File: src/rtl/core/rrm_pkg.sv
// Shared types, constants and codes for the RAID request mapper.
package rrm_pkg;
	localparam int MaxDisks = 8;
	localparam int BlockIndexBits = 24;
	localparam int DiskIdxW = $clog2(MaxDisks);
	localparam int LbW = 27;
	localparam int BpdW = 25;

	localparam logic [1:0] ACT_READ = 2'd0;
	localparam logic [1:0] ACT_WRITE = 2'd1;
	localparam logic [1:0] ACT_FAIL = 2'd2;
	localparam logic [1:0] ACT_REPAIR = 2'd3;

	localparam logic [1:0] OP_READ = 2'd0;
	localparam logic [1:0] OP_WRITE = 2'd1;
	localparam logic [1:0] OP_NONE = 2'd2;

	localparam logic [1:0] ROLE_DATA = 2'd0;
	localparam logic [1:0] ROLE_PARITY = 2'd1;
	localparam logic [1:0] ROLE_MIRROR = 2'd2;
	localparam logic [1:0] ROLE_RECON = 2'd3;

	localparam logic [2:0] ST_OK = 3'd0;
	localparam logic [2:0] ST_DISABLED = 3'd1;
	localparam logic [2:0] ST_RANGE = 3'd2;
	localparam logic [2:0] ST_NO_COPY = 3'd3;
	localparam logic [2:0] ST_NO_REBUILD = 3'd4;

	localparam logic [2:0] LVL_RAID0 = 3'd0;
	localparam logic [2:0] LVL_RAID1 = 3'd1;
	localparam logic [2:0] LVL_RAID10 = 3'd2;
	localparam logic [2:0] LVL_RAID4 = 3'd3;
	localparam logic [2:0] LVL_RAID5 = 3'd4;

	localparam logic [1:0] CFG_LEVEL = 2'd0;
	localparam logic [1:0] CFG_COUNT = 2'd1;
	localparam logic [1:0] CFG_BPD = 2'd2;
	localparam logic [1:0] CFG_ENABLE = 2'd3;

	typedef struct packed {
		logic [1:0] action;
		logic [LbW-1:0] logical_block;
		logic [3:0] disk_number;
	} req_t;

	typedef struct packed {
		logic [1:0] disk_op;
		logic [3:0] target_disk;
		logic [BlockIndexBits-1:0] physical_block;
		logic [1:0] role;
		logic [2:0] status;
		logic last;
	} cmd_t;

	// Classified job handed from the front part to the back part.
	typedef struct packed {
		logic [2:0] level;
		logic wr;
		logic [2:0] err;
		logic [LbW-1:0] lb;
		logic [3:0] n;
		logic [MaxDisks-1:0] health;
	} job_t;

	typedef enum logic [2:0] {
		BK_IDLE, BK_DIV1, BK_DIV2, BK_CHECK, BK_EMIT
	} bk_state_t;
endpackage

File: src/rtl/core/rrm_divider.sv
// Restoring divider, one quotient bit per cycle.
module rrm_divider import rrm_pkg::*; (
	input logic clk,
	input logic arst_n,
	input logic start,
	input logic [LbW-1:0] dividend,
	input logic [3:0] divisor,
	output logic done,
	output logic [LbW-1:0] quotient,
	output logic [3:0] remainder
);
	logic [LbW-1:0] quo_q;
	logic [4:0] rem_q;
	logic [3:0] dv_q;
	logic [4:0] cnt_q;
	logic busy_q;
	logic [4:0] trial;
	logic [4:0] diff;

	assign trial = {rem_q[3:0], quo_q[LbW-1]};
	assign diff = trial - {1'b0, dv_q};

	always_ff @(posedge clk or negedge arst_n) begin
		if (!arst_n) begin
			busy_q <= 1'b0;
			cnt_q <= '0;
			done <= 1'b0;
		end else begin
			done <= 1'b0;
			if (start) begin
				busy_q <= 1'b1;
				cnt_q <= 5'(LbW);
			end else if (busy_q) begin
				cnt_q <= cnt_q - 5'd1;
				if (cnt_q == 5'd1) begin
					busy_q <= 1'b0;
					done <= 1'b1;
				end
			end
		end
	end

	// The divisor is held for the whole division.
	always_ff @(posedge clk) begin
		if (start) begin
			quo_q <= dividend;
			rem_q <= '0;
			dv_q <= divisor;
		end else if (busy_q) begin
			if (!diff[4]) begin
				rem_q <= diff;
				quo_q <= {quo_q[LbW-2:0], 1'b1};
			end else begin
				rem_q <= trial;
				quo_q <= {quo_q[LbW-2:0], 1'b0};
			end
		end
	end

	assign quotient = quo_q;
	assign remainder = rem_q[3:0];
endmodule

File: src/rtl/core/rrm_front.sv
// Front part: accepts requests, keeps disk health and classifies errors.
module rrm_front import rrm_pkg::*; (
	input logic clk,
	input logic arst_n,
	input logic push,
	output logic full,
	input req_t req,
	input logic [2:0] raid_level,
	input logic [3:0] disk_count,
	input logic array_enabled,
	output logic job_valid,
	input logic job_take,
	output job_t job
);
	localparam int Depth = 2;
	job_t fifo_q [Depth];
	logic [0:0] wr_ptr_q, rd_ptr_q;
	logic [1:0] cnt_q;
	logic [MaxDisks-1:0] health_q;
	logic acc, enq;
	logic [3:0] n_clamp;
	job_t nj;

	assign full = (cnt_q == 2'(Depth));
	assign acc = push && !full;
	assign enq = acc && (req.action == ACT_READ || req.action == ACT_WRITE);
	assign job_valid = (cnt_q != 2'd0);
	assign job = fifo_q[rd_ptr_q];

	always_comb begin
		if (disk_count < 4'd2) n_clamp = 4'd2;
		else if (disk_count > 4'(MaxDisks)) n_clamp = 4'(MaxDisks);
		else n_clamp = disk_count;
		nj.level = raid_level;
		nj.wr = (req.action == ACT_WRITE);
		nj.lb = req.logical_block;
		nj.n = n_clamp;
		nj.health = health_q;
		if (!array_enabled || raid_level > LVL_RAID5) nj.err = ST_DISABLED;
		else nj.err = ST_OK;
	end

	always_ff @(posedge clk or negedge arst_n) begin
		if (!arst_n) begin
			health_q <= '1;
			wr_ptr_q <= '0;
			rd_ptr_q <= '0;
			cnt_q <= '0;
		end else begin
			if (acc && !enq && req.disk_number >= 4'd1 &&
					req.disk_number <= 4'(MaxDisks))
				health_q[DiskIdxW'(req.disk_number - 4'd1)] <=
					(req.action == ACT_REPAIR);
			if (enq) wr_ptr_q <= wr_ptr_q + 1'b1;
			if (job_take && job_valid) rd_ptr_q <= rd_ptr_q + 1'b1;
			cnt_q <= cnt_q + 2'(enq) - 2'(job_take && job_valid);
		end
	end

	always_ff @(posedge clk) begin
		if (enq) fifo_q[wr_ptr_q] <= nj;
	end
endmodule

File: src/rtl/core/rrm_back.sv
// Back part: address arithmetic and command emission.
module rrm_back import rrm_pkg::*; (
	input logic clk,
	input logic arst_n,
	input logic job_valid,
	output logic job_take,
	input job_t job,
	input logic [BpdW-1:0] blocks_per_disk,
	output logic empty,
	input logic pop,
	output cmd_t cmd
);
	bk_state_t state_q, state_d;
	job_t job_q;
	logic [LbW-1:0] b_q;
	logic [3:0] d_q, p_q;
	logic [3:0] i_q;
	logic [MaxDisks-1:0] emitted_q;
	logic out_v_q;
	cmd_t out_q;
	logic div_start, div_done;
	logic [LbW-1:0] div_dd, quo;
	logic [3:0] div_dv, rem;
	logic out_free;
	logic div2_q;

	assign out_free = !out_v_q || pop;
	assign empty = !out_v_q;
	assign cmd = out_q;

	rrm_divider u_div (
		.clk(clk), .arst_n(arst_n), .start(div_start), .dividend(div_dd),
		.divisor(div_dv), .done(div_done), .quotient(quo), .remainder(rem)
	);

	function automatic logic hok(input logic [MaxDisks-1:0] h, input logic [3:0] d);
		hok = (d < 4'(MaxDisks)) && h[DiskIdxW'(d)];
	endfunction

	logic in_rng;
	assign in_rng = (b_q < LbW'(blocks_per_disk)) && ((b_q >> BlockIndexBits) == '0);

	logic do_emit;
	cmd_t ec;
	logic e_last;
	logic [3:0] next_i;

	always_comb begin
		state_d = state_q;
		job_take = 1'b0;
		div_start = 1'b0;
		div_dd = job.lb;
		div_dv = job.n;
		do_emit = 1'b0;
		ec = '0;
		e_last = 1'b0;
		next_i = i_q;
		case (state_q)
			BK_IDLE: begin
				if (job_valid) begin
					job_take = 1'b1;
					if (job.err != ST_OK || job.level == LVL_RAID1) state_d = BK_CHECK;
					else begin
						div_start = 1'b1;
						if (job.level == LVL_RAID10) div_dv = {1'b0, job.n[3:1]};
						else if (job.level != LVL_RAID0) div_dv = job.n - 4'd1;
						state_d = BK_DIV1;
					end
				end
			end
			BK_DIV1: if (div_done)
				state_d = (job_q.level == LVL_RAID5 && !div2_q) ? BK_DIV2 : BK_CHECK;
			BK_DIV2: begin
				div_dd = quo;
				div_dv = job_q.n;
			end
			BK_CHECK: state_d = BK_EMIT;
			BK_EMIT: begin
				ec.status = ST_OK;
				ec.physical_block = b_q[BlockIndexBits-1:0];
				ec.disk_op = job_q.wr ? OP_WRITE : OP_READ;
				if (job_q.err != ST_OK) begin
					ec = '0;
					ec.disk_op = OP_NONE;
					ec.status = job_q.err;
					e_last = 1'b1;
				end else begin
					case (job_q.level)
						LVL_RAID0: begin
							ec.target_disk = d_q + 4'd1;
							ec.role = ROLE_DATA;
							e_last = 1'b1;
						end
						LVL_RAID1, LVL_RAID10: begin
							ec.target_disk = i_q + 4'd1;
							// The second disk of a striped pair is always the mirror copy.
							if (job_q.level == LVL_RAID10)
								ec.role = (i_q == p_q) ? ROLE_MIRROR : ROLE_DATA;
							else
								ec.role = (emitted_q == '0) ? ROLE_DATA : ROLE_MIRROR;
							e_last = 1'b1;
							next_i = i_q + 4'd1;
							for (int k = MaxDisks - 1; k >= 0; k--)
								if (4'(k) > i_q && 4'(k) <= p_q && job_q.wr &&
										hok(job_q.health, 4'(k))) begin
									e_last = 1'b0;
									next_i = 4'(k);
								end
						end
						default: begin
							if (job_q.wr) begin
								ec.disk_op = (i_q >= 4'd2) ? OP_WRITE : OP_READ;
								ec.role = (i_q == 4'd0 || i_q == 4'd3) ? ROLE_PARITY : ROLE_DATA;
								ec.target_disk = ((i_q == 4'd0 || i_q == 4'd3) ? p_q : d_q) + 4'd1;
								e_last = (i_q == 4'd3);
								next_i = i_q + 4'd1;
							end else if (hok(job_q.health, d_q)) begin
								ec.target_disk = d_q + 4'd1;
								ec.role = ROLE_DATA;
								e_last = 1'b1;
							end else begin
								ec.target_disk = i_q + 4'd1;
								ec.role = ROLE_RECON;
								e_last = 1'b1;
								next_i = i_q + 4'd1;
								for (int k = MaxDisks - 1; k >= 0; k--)
									if (4'(k) > i_q && 4'(k) < job_q.n && 4'(k) != d_q) begin
										e_last = 1'b0;
										next_i = 4'(k);
									end
							end
						end
					endcase
				end
				ec.last = e_last;
				if (out_free) begin
					do_emit = 1'b1;
					if (e_last) state_d = BK_IDLE;
				end
			end
			default: state_d = BK_IDLE;
		endcase
		if (state_q == BK_DIV2) begin
			div_start = 1'b1;
			state_d = BK_DIV1;
		end
	end

	always_ff @(posedge clk or negedge arst_n) begin
		if (!arst_n) begin
			state_q <= BK_IDLE;
			out_v_q <= 1'b0;
			div2_q <= 1'b0;
		end else begin
			state_q <= state_d;
			if (do_emit) out_v_q <= 1'b1;
			else if (pop) out_v_q <= 1'b0;
			if (state_q == BK_DIV2) div2_q <= 1'b1;
			else if (state_q == BK_IDLE) div2_q <= 1'b0;
		end
	end

	// Datapath registers; the RAID5 second division finds the parity disk.
	always_ff @(posedge clk) begin
		if (do_emit) out_q <= ec;
		case (state_q)
			BK_IDLE: begin
				job_q <= job;
				b_q <= job.lb;
				i_q <= '0;
				emitted_q <= '0;
			end
			BK_DIV1: if (div_done) begin
				if (job_q.level == LVL_RAID5 && div2_q) begin
					p_q <= rem;
					if (d_q >= rem) d_q <= d_q + 4'd1;
				end else begin
					b_q <= quo;
					d_q <= rem;
					if (job_q.level == LVL_RAID4) p_q <= job_q.n - 4'd1;
				end
			end
			BK_CHECK: begin
				if (job_q.err == ST_OK) begin
					if (!in_rng) job_q.err <= ST_RANGE;
					else if (job_q.level == LVL_RAID1) begin
						p_q <= job_q.n - 4'd1;
						job_q.err <= ST_NO_COPY;
						for (int k = MaxDisks - 1; k >= 0; k--)
							if (4'(k) < job_q.n && hok(job_q.health, 4'(k))) begin
								i_q <= 4'(k);
								job_q.err <= ST_OK;
							end
					end else if (job_q.level == LVL_RAID10) begin
						p_q <= {d_q[2:0], 1'b0} + 4'd1;
						if (hok(job_q.health, {d_q[2:0], 1'b0})) i_q <= {d_q[2:0], 1'b0};
						else if (hok(job_q.health, {d_q[2:0], 1'b1}))
							i_q <= {d_q[2:0], 1'b1};
						else job_q.err <= ST_NO_COPY;
					end else if (job_q.level != LVL_RAID0 && !job_q.wr &&
							!hok(job_q.health, d_q)) begin
						for (int k = 0; k < MaxDisks; k++)
							if (4'(k) < job_q.n && 4'(k) != d_q && !job_q.health[k])
								job_q.err <= ST_NO_REBUILD;
						i_q <= (d_q == 4'd0) ? 4'd1 : 4'd0;
					end
				end
			end
			BK_EMIT: if (do_emit) begin
				i_q <= next_i;
				emitted_q <= emitted_q | 1'b1;
			end
			default: ;
		endcase
	end
endmodule

File: src/rtl/core/raid_request_mapper.sv
// Top level of the RAID request mapper: configuration, front and back parts.
//
//  Channel   Direction  Handshake            Payload
//  request   in         push / full         req_t (action, logical_block, disk_number)
//  command   out        empty / pop         cmd_t (disk_op ... last)
//  config    in         cfg_we              cfg_index, cfg_data
//
// Each division yields 27 quotient bits. A read or write transaction needs no division
// under mirroring, one division under striping, striped mirrors and dedicated parity,
// and two divisions under rotating parity; then one command leaves per cycle, up to
// eight, while pop keeps up. Fail and repair transactions only update the health bits
// and emit no command.
// Reset clears the health bits to all healthy and empties the job queue.
// The two-entry job queue lets requests be accepted while the back part is stalled
// on a command that has not been popped.
module raid_request_mapper import rrm_pkg::*; (
	input logic clk,
	input logic arst_n,
	input logic push,
	output logic full,
	input req_t req,
	output logic empty,
	input logic pop,
	output cmd_t cmd,
	input logic cfg_we,
	input logic [1:0] cfg_index,
	input logic [BpdW-1:0] cfg_data
);
	logic [2:0] raid_level_q;
	logic [3:0] disk_count_q;
	logic [BpdW-1:0] bpd_q;
	logic enabled_q;
	logic job_valid, job_take;
	job_t job;

	// Register file; every index of the two-bit port maps to a register.
	always_ff @(posedge clk or negedge arst_n) begin
		if (!arst_n) begin
			raid_level_q <= LVL_RAID0;
			disk_count_q <= 4'd8;
			bpd_q <= 25'd131071;
			enabled_q <= 1'b0;
		end else if (cfg_we) begin
			case (cfg_index)
				CFG_LEVEL: raid_level_q <= cfg_data[2:0];
				CFG_COUNT: disk_count_q <= cfg_data[3:0];
				CFG_BPD: bpd_q <= cfg_data;
				CFG_ENABLE: enabled_q <= cfg_data[0];
				default: ;
			endcase
		end
	end

	rrm_front u_front (
		.clk(clk), .arst_n(arst_n), .push(push), .full(full), .req(req),
		.raid_level(raid_level_q), .disk_count(disk_count_q),
		.array_enabled(enabled_q), .job_valid(job_valid), .job_take(job_take),
		.job(job)
	);

	rrm_back u_back (
		.clk(clk), .arst_n(arst_n), .job_valid(job_valid), .job_take(job_take),
		.job(job), .blocks_per_disk(bpd_q), .empty(empty), .pop(pop), .cmd(cmd)
	);
endmodule
File: config.mk
export PLATFORM = sky130hd
export DESIGN_NAME = raid_request_mapper
export DESIGN_NICKNAME = d
export VERILOG_FILES = /design/src/rtl/core/rrm_pkg.sv /design/src/rtl/core/rrm_divider.sv /design/src/rtl/core/rrm_front.sv /design/src/rtl/core/rrm_back.sv /design/src/rtl/core/raid_request_mapper.sv
export SDC_FILE = /design/constraint.sdc
export NUM_CORES = 1
export LEC_CHECK = 0
export ABC_AREA = 1
export ABC_CLOCK_PERIOD_IN_PS = 4900
export BUFFER_PORTS_ARGS = -buffer_cell sky130_fd_sc_hd__buf_2
export CAP_MARGIN = 40
export CORE_ASPECT_RATIO = 1.2
export CORE_MARGIN = 4
export CORE_UTILIZATION = 61
export DETAILED_ROUTE_END_ITERATION = 6
export PLACE_DENSITY = 0.88
export SETUP_SLACK_MARGIN = 0.15
export SLEW_MARGIN = 5
export SYNTH_ARGS = -nofsm -noshare
export SYNTH_HDL_FRONTEND = slang
export SYNTH_HIERARCHICAL = 1
export SYNTH_SLANG_ARGS = --single-unit
File: constraint.sdc
create_clock -name clk -period 4.9 [get_ports clk]
set_input_delay 0.735 -clock clk [delete_from_list [all_inputs] [get_ports clk]]
set_output_delay 0.735 -clock clk [all_outputs]
set_load 0.02 [all_outputs]
==> flow_metrics.py <==
metrics = {
    "yosys": {
        "seq_area_frac_synth": 0.557,
        "synth_compound_gate_area_share": 0.0725,
        "synth_area_leaders": "edfxtp_1 (45%), nand2_1 (14%), dfrtp_1 (5.4%)",
        "netlist_area_um2": 14300,
        "synthDistinctLibCells": 60,
        "synth_top_family_by_area": "simple AND/OR/NAND/NOR gates",
        "muxShareOfSynthArea": 0,
        "synth_xor_area_frac": 0.00979,
        "synth.avg_cell_area_um2": 9.10,
        "ys_top_cells_by_count": "nand2_1 (537), edfxtp_1 (214), inv_1 (179)",
        "async_flop_share": 0.207,
        "synthFlopType": "edfxtp_1",
        "synth_most_common_cell": "nand2_1",
        "synth_area_leader_cell": "edfxtp_1",
        "netlist.area_leader.share": 0.449,
        "yosys_register_bits": 275,
        "ys_warn_count": 6,
        "syn-instance-count": 1573,
        "synth_fa_ha_area_frac": 0.0460,
        "synthSimpleGateAreaFrac": 0.240,
        "synth_edf_count": 214,
    },
    "routing": {
        "dr.pass1.iters": 6,
        "wl_um": 33400,
        "drc": 0,
        "postRouteAntennaNets": 0,
        "wl_per_cell_um": 16.7,
        "vias": 11100,
        "via_per_inst": 5.57,
        "drt-initial-drc-count": 1270,
    },
    "floorplanning": {
        "die-width_um": 148,
        "die_y_um": 176,
        "io_pins": 103,
        "initial_core_util": 0.619,
        "row_count": 61,
        "core_area_um2": 23100,
        "die_area_um2": 26000,
    },
    "pwr": {
        "power_leakage_uw": 0.00732,
        "switching_share": 0.413,
        "p_per_area_nw_per_um2": 634,
        "ir_drop_mv": 0.414,
        "power_switching_uw": 4180,
        "p_comb_frac": 0.402,
        "clock_power_share": 0.207,
        "seqPwrFrac": 0.391,
        "power_uw": 10100,
        "internal_power_uw": 5940,
    },
    "clock_network": {
        "post_cts_buffers": 0,
        "cts_buffers": 27,
        "ctsHoldBuffers": 0,
        "clk_root_buffer_cell": "clkbuf_16",
        "cts.repair.resized": 0,
        "cts_tree": "built",
        "clock_path_buffers": 3,
        "clock_latency_ns": 0.55,
        "cts_sinks": 275,
        "cts_max_level": 1,
        "path_clk_slew_ns": 0.06,
    },
    "timing": {
        "fmax_mhz": 277,
        "rsz0062_at_grt": "false",
        "worst_clock_skew_ns": 0.0253,
        "whs_ns": 0.336,
        "hold_viol_final": 0,
        "final-setup-viol-count": 0,
        "period_share": 0.738,
        "report.final.slew_viol_count": 0,
        "finalCriticalPeriod_ns": 3.62,
        "fin_ws_ns": 1.28,
        "relSlewSlack": 0.474,
        "tightest_slew_ns": 0.790,
        "setup_tns_ns": 0,
    },
    "grt": {
        "overflow": 0,
        "grt_max_degree": 59,
        "first_global_vias": 10800,
        "grt_use_met3": 0.0359,
        "grt_pass1_wl_um": 53900,
        "grt.busiest_layer": "met2",
        "met2_usage": 0.431,
        "grtUsageTotal": 0.256,
        "grt_use_met1": 0.341,
        "antenna_found_initial": 0,
    },
    "worst_setup_path": {
        "startpoint_type": "register",
        "end_kind": "register",
        "required_ns": 5.16,
        "cp_slowest_cell": "inv_2",
        "crit_type": "reg -> reg",
        "timing.rr.start": "u_front/rd_ptr_q",
        "cp_slowest_stage_delay_ns": 0.57,
        "cp_max_fo": 45,
        "crit_chain": "inv_2 -> nand2_1 -> nand2_1 -> inv_1 -> nand3b_1 -> nand2_1 -> nor2_1 -> inv_1 -> o21ai_2 -> buf_4 -> nor2_1 -> inv_1 -> buf_16",
        "crit_arrival_ns": 3.88,
        "critPathLaunch": "u_front/rd_ptr_q",
    },
    "cells_and_area": {
        "fin_util": 0.690,
        "nFillCells": 1741,
        "final_nets": 1783,
        "drive_gt1_frac": 0.150,
        "n_antenna_cell": 0,
        "area_delta_synth_final_pct": 11.6,
    },
    "job": {
        "maxCapViolCount": 0,
    },
    "placed_design": {
        "portBuffers": 102,
        "pre_cts_ws_ns": 1.43,
        "dpl.hpwl_um": 24200,
        "place_congestion": 0.966,
    },
    "min_path": {
        "min_path_type": "in -> async",
    },
    "run_status": {
        "outcome": "finished clean",
    },
}
[registers in the layout (all words and copies together) (netlist names), 5 cells and up]
name                   cells
bpd_q                     25
u_front/health_q           8
u_back/u_div/quotient     27
u_back/b_q                27
u_back/cmd                36
u_back/u_div/cnt_q         5
u_front/fifo_q            88
u_back/job_q              19
[layout make-up]
cell class              count  area (µm²)  area share
inverters                 201         762      0.0477
repair buffers            113         613      0.0384
well taps                 315         394      0.0247
clock inverters             8        63.8     0.00400
flip-flops and latches    275        7970       0.499
multi-input cells        1048        5310       0.333
clock buffers              42         858      0.0538
[routing by layer]
| layer | vias to the layer above | routed length (µm) |
|---|---|---|
| met4 | 0 | 1370 |
| met1 | 5096 | 13500 |
| met5 | - | 0 |
| met3 | 105 | 2770 |
| li1 | 5363 | - |
| met2 | 584 | 15800 |
[power groups by stage]
stage / combinational, µW / sequential, µW / clock (µW)
floorplan: 2900 / 3840 / 0
global placement: 3760 / 3960 / 0
detailed placement: 3940 / 3980 / 0
CTS: 4000 / 3940 / 2130
global route: 4560 / 4010 / 2220
finish: 4070 / 3960 / 2090
[critical path: cells and delay by family, from the launching register on]
kind,cells,cell delay (ns)
flops,1,0.39
compound gates,1,0.13
simple gates,6,0.96
buf+inv,6,1.82
[worst paths after layout]
check	end	slack [ns]	cells past startpoint
max	u_back/u_div/quotient[19]	1.28	13
min	raid_level_q[2]	0.34	2
max reg2reg	u_back/u_div/quotient[19]	1.28	13
min reg2reg	bpd_q[9]	0.46	2
max in group asynchronous	u_front/cnt_q[1]	4.01	2
min in group clk	u_front/fifo_q[1][29]	0.37	1
[kinds of logic after synthesis]
logic type	Yosys count
flops	275
simple gates	799
other cells	1
buf+inv	251
xor+xnor	16
fa+ha+maj	52
compound gates	179
[cells in the final DEF, fill, tap and decap left out, types with 5 or more instances in the layout]
cell type and instances:
nand2_1 537, edfxtp_1 214, inv_1 179, buf_2 102, nor2_1 100, o21ai_0 78, nand3_1 60, ha_1 51
nand4_1 39, a21oi_1 39, clkbuf_16 32, dfrtp_1 31, dfstp_2 26, inv_2 18, o21ai_1 15, nor3_1 12
nand2_2 12, xor2_1 11, buf_4 10, nand3_2 9, nor2_2 9, clkbuf_1 8, a22oi_1 7, nor2_4 7
o211ai_1 7, a211oi_1 6, xnor2_1 5
[metrics by stage]
step / instances / area (µm²)
after floorplan: 1574 / 14300
after global placement: 1951 / 15000
after detailed placement: 1952 / 15000
after CTS: 2002 / 16000
after global routing: 2002 / 16000
final: 2002 / 16000
No activity file was read; power rests on OpenSTA's default activity.
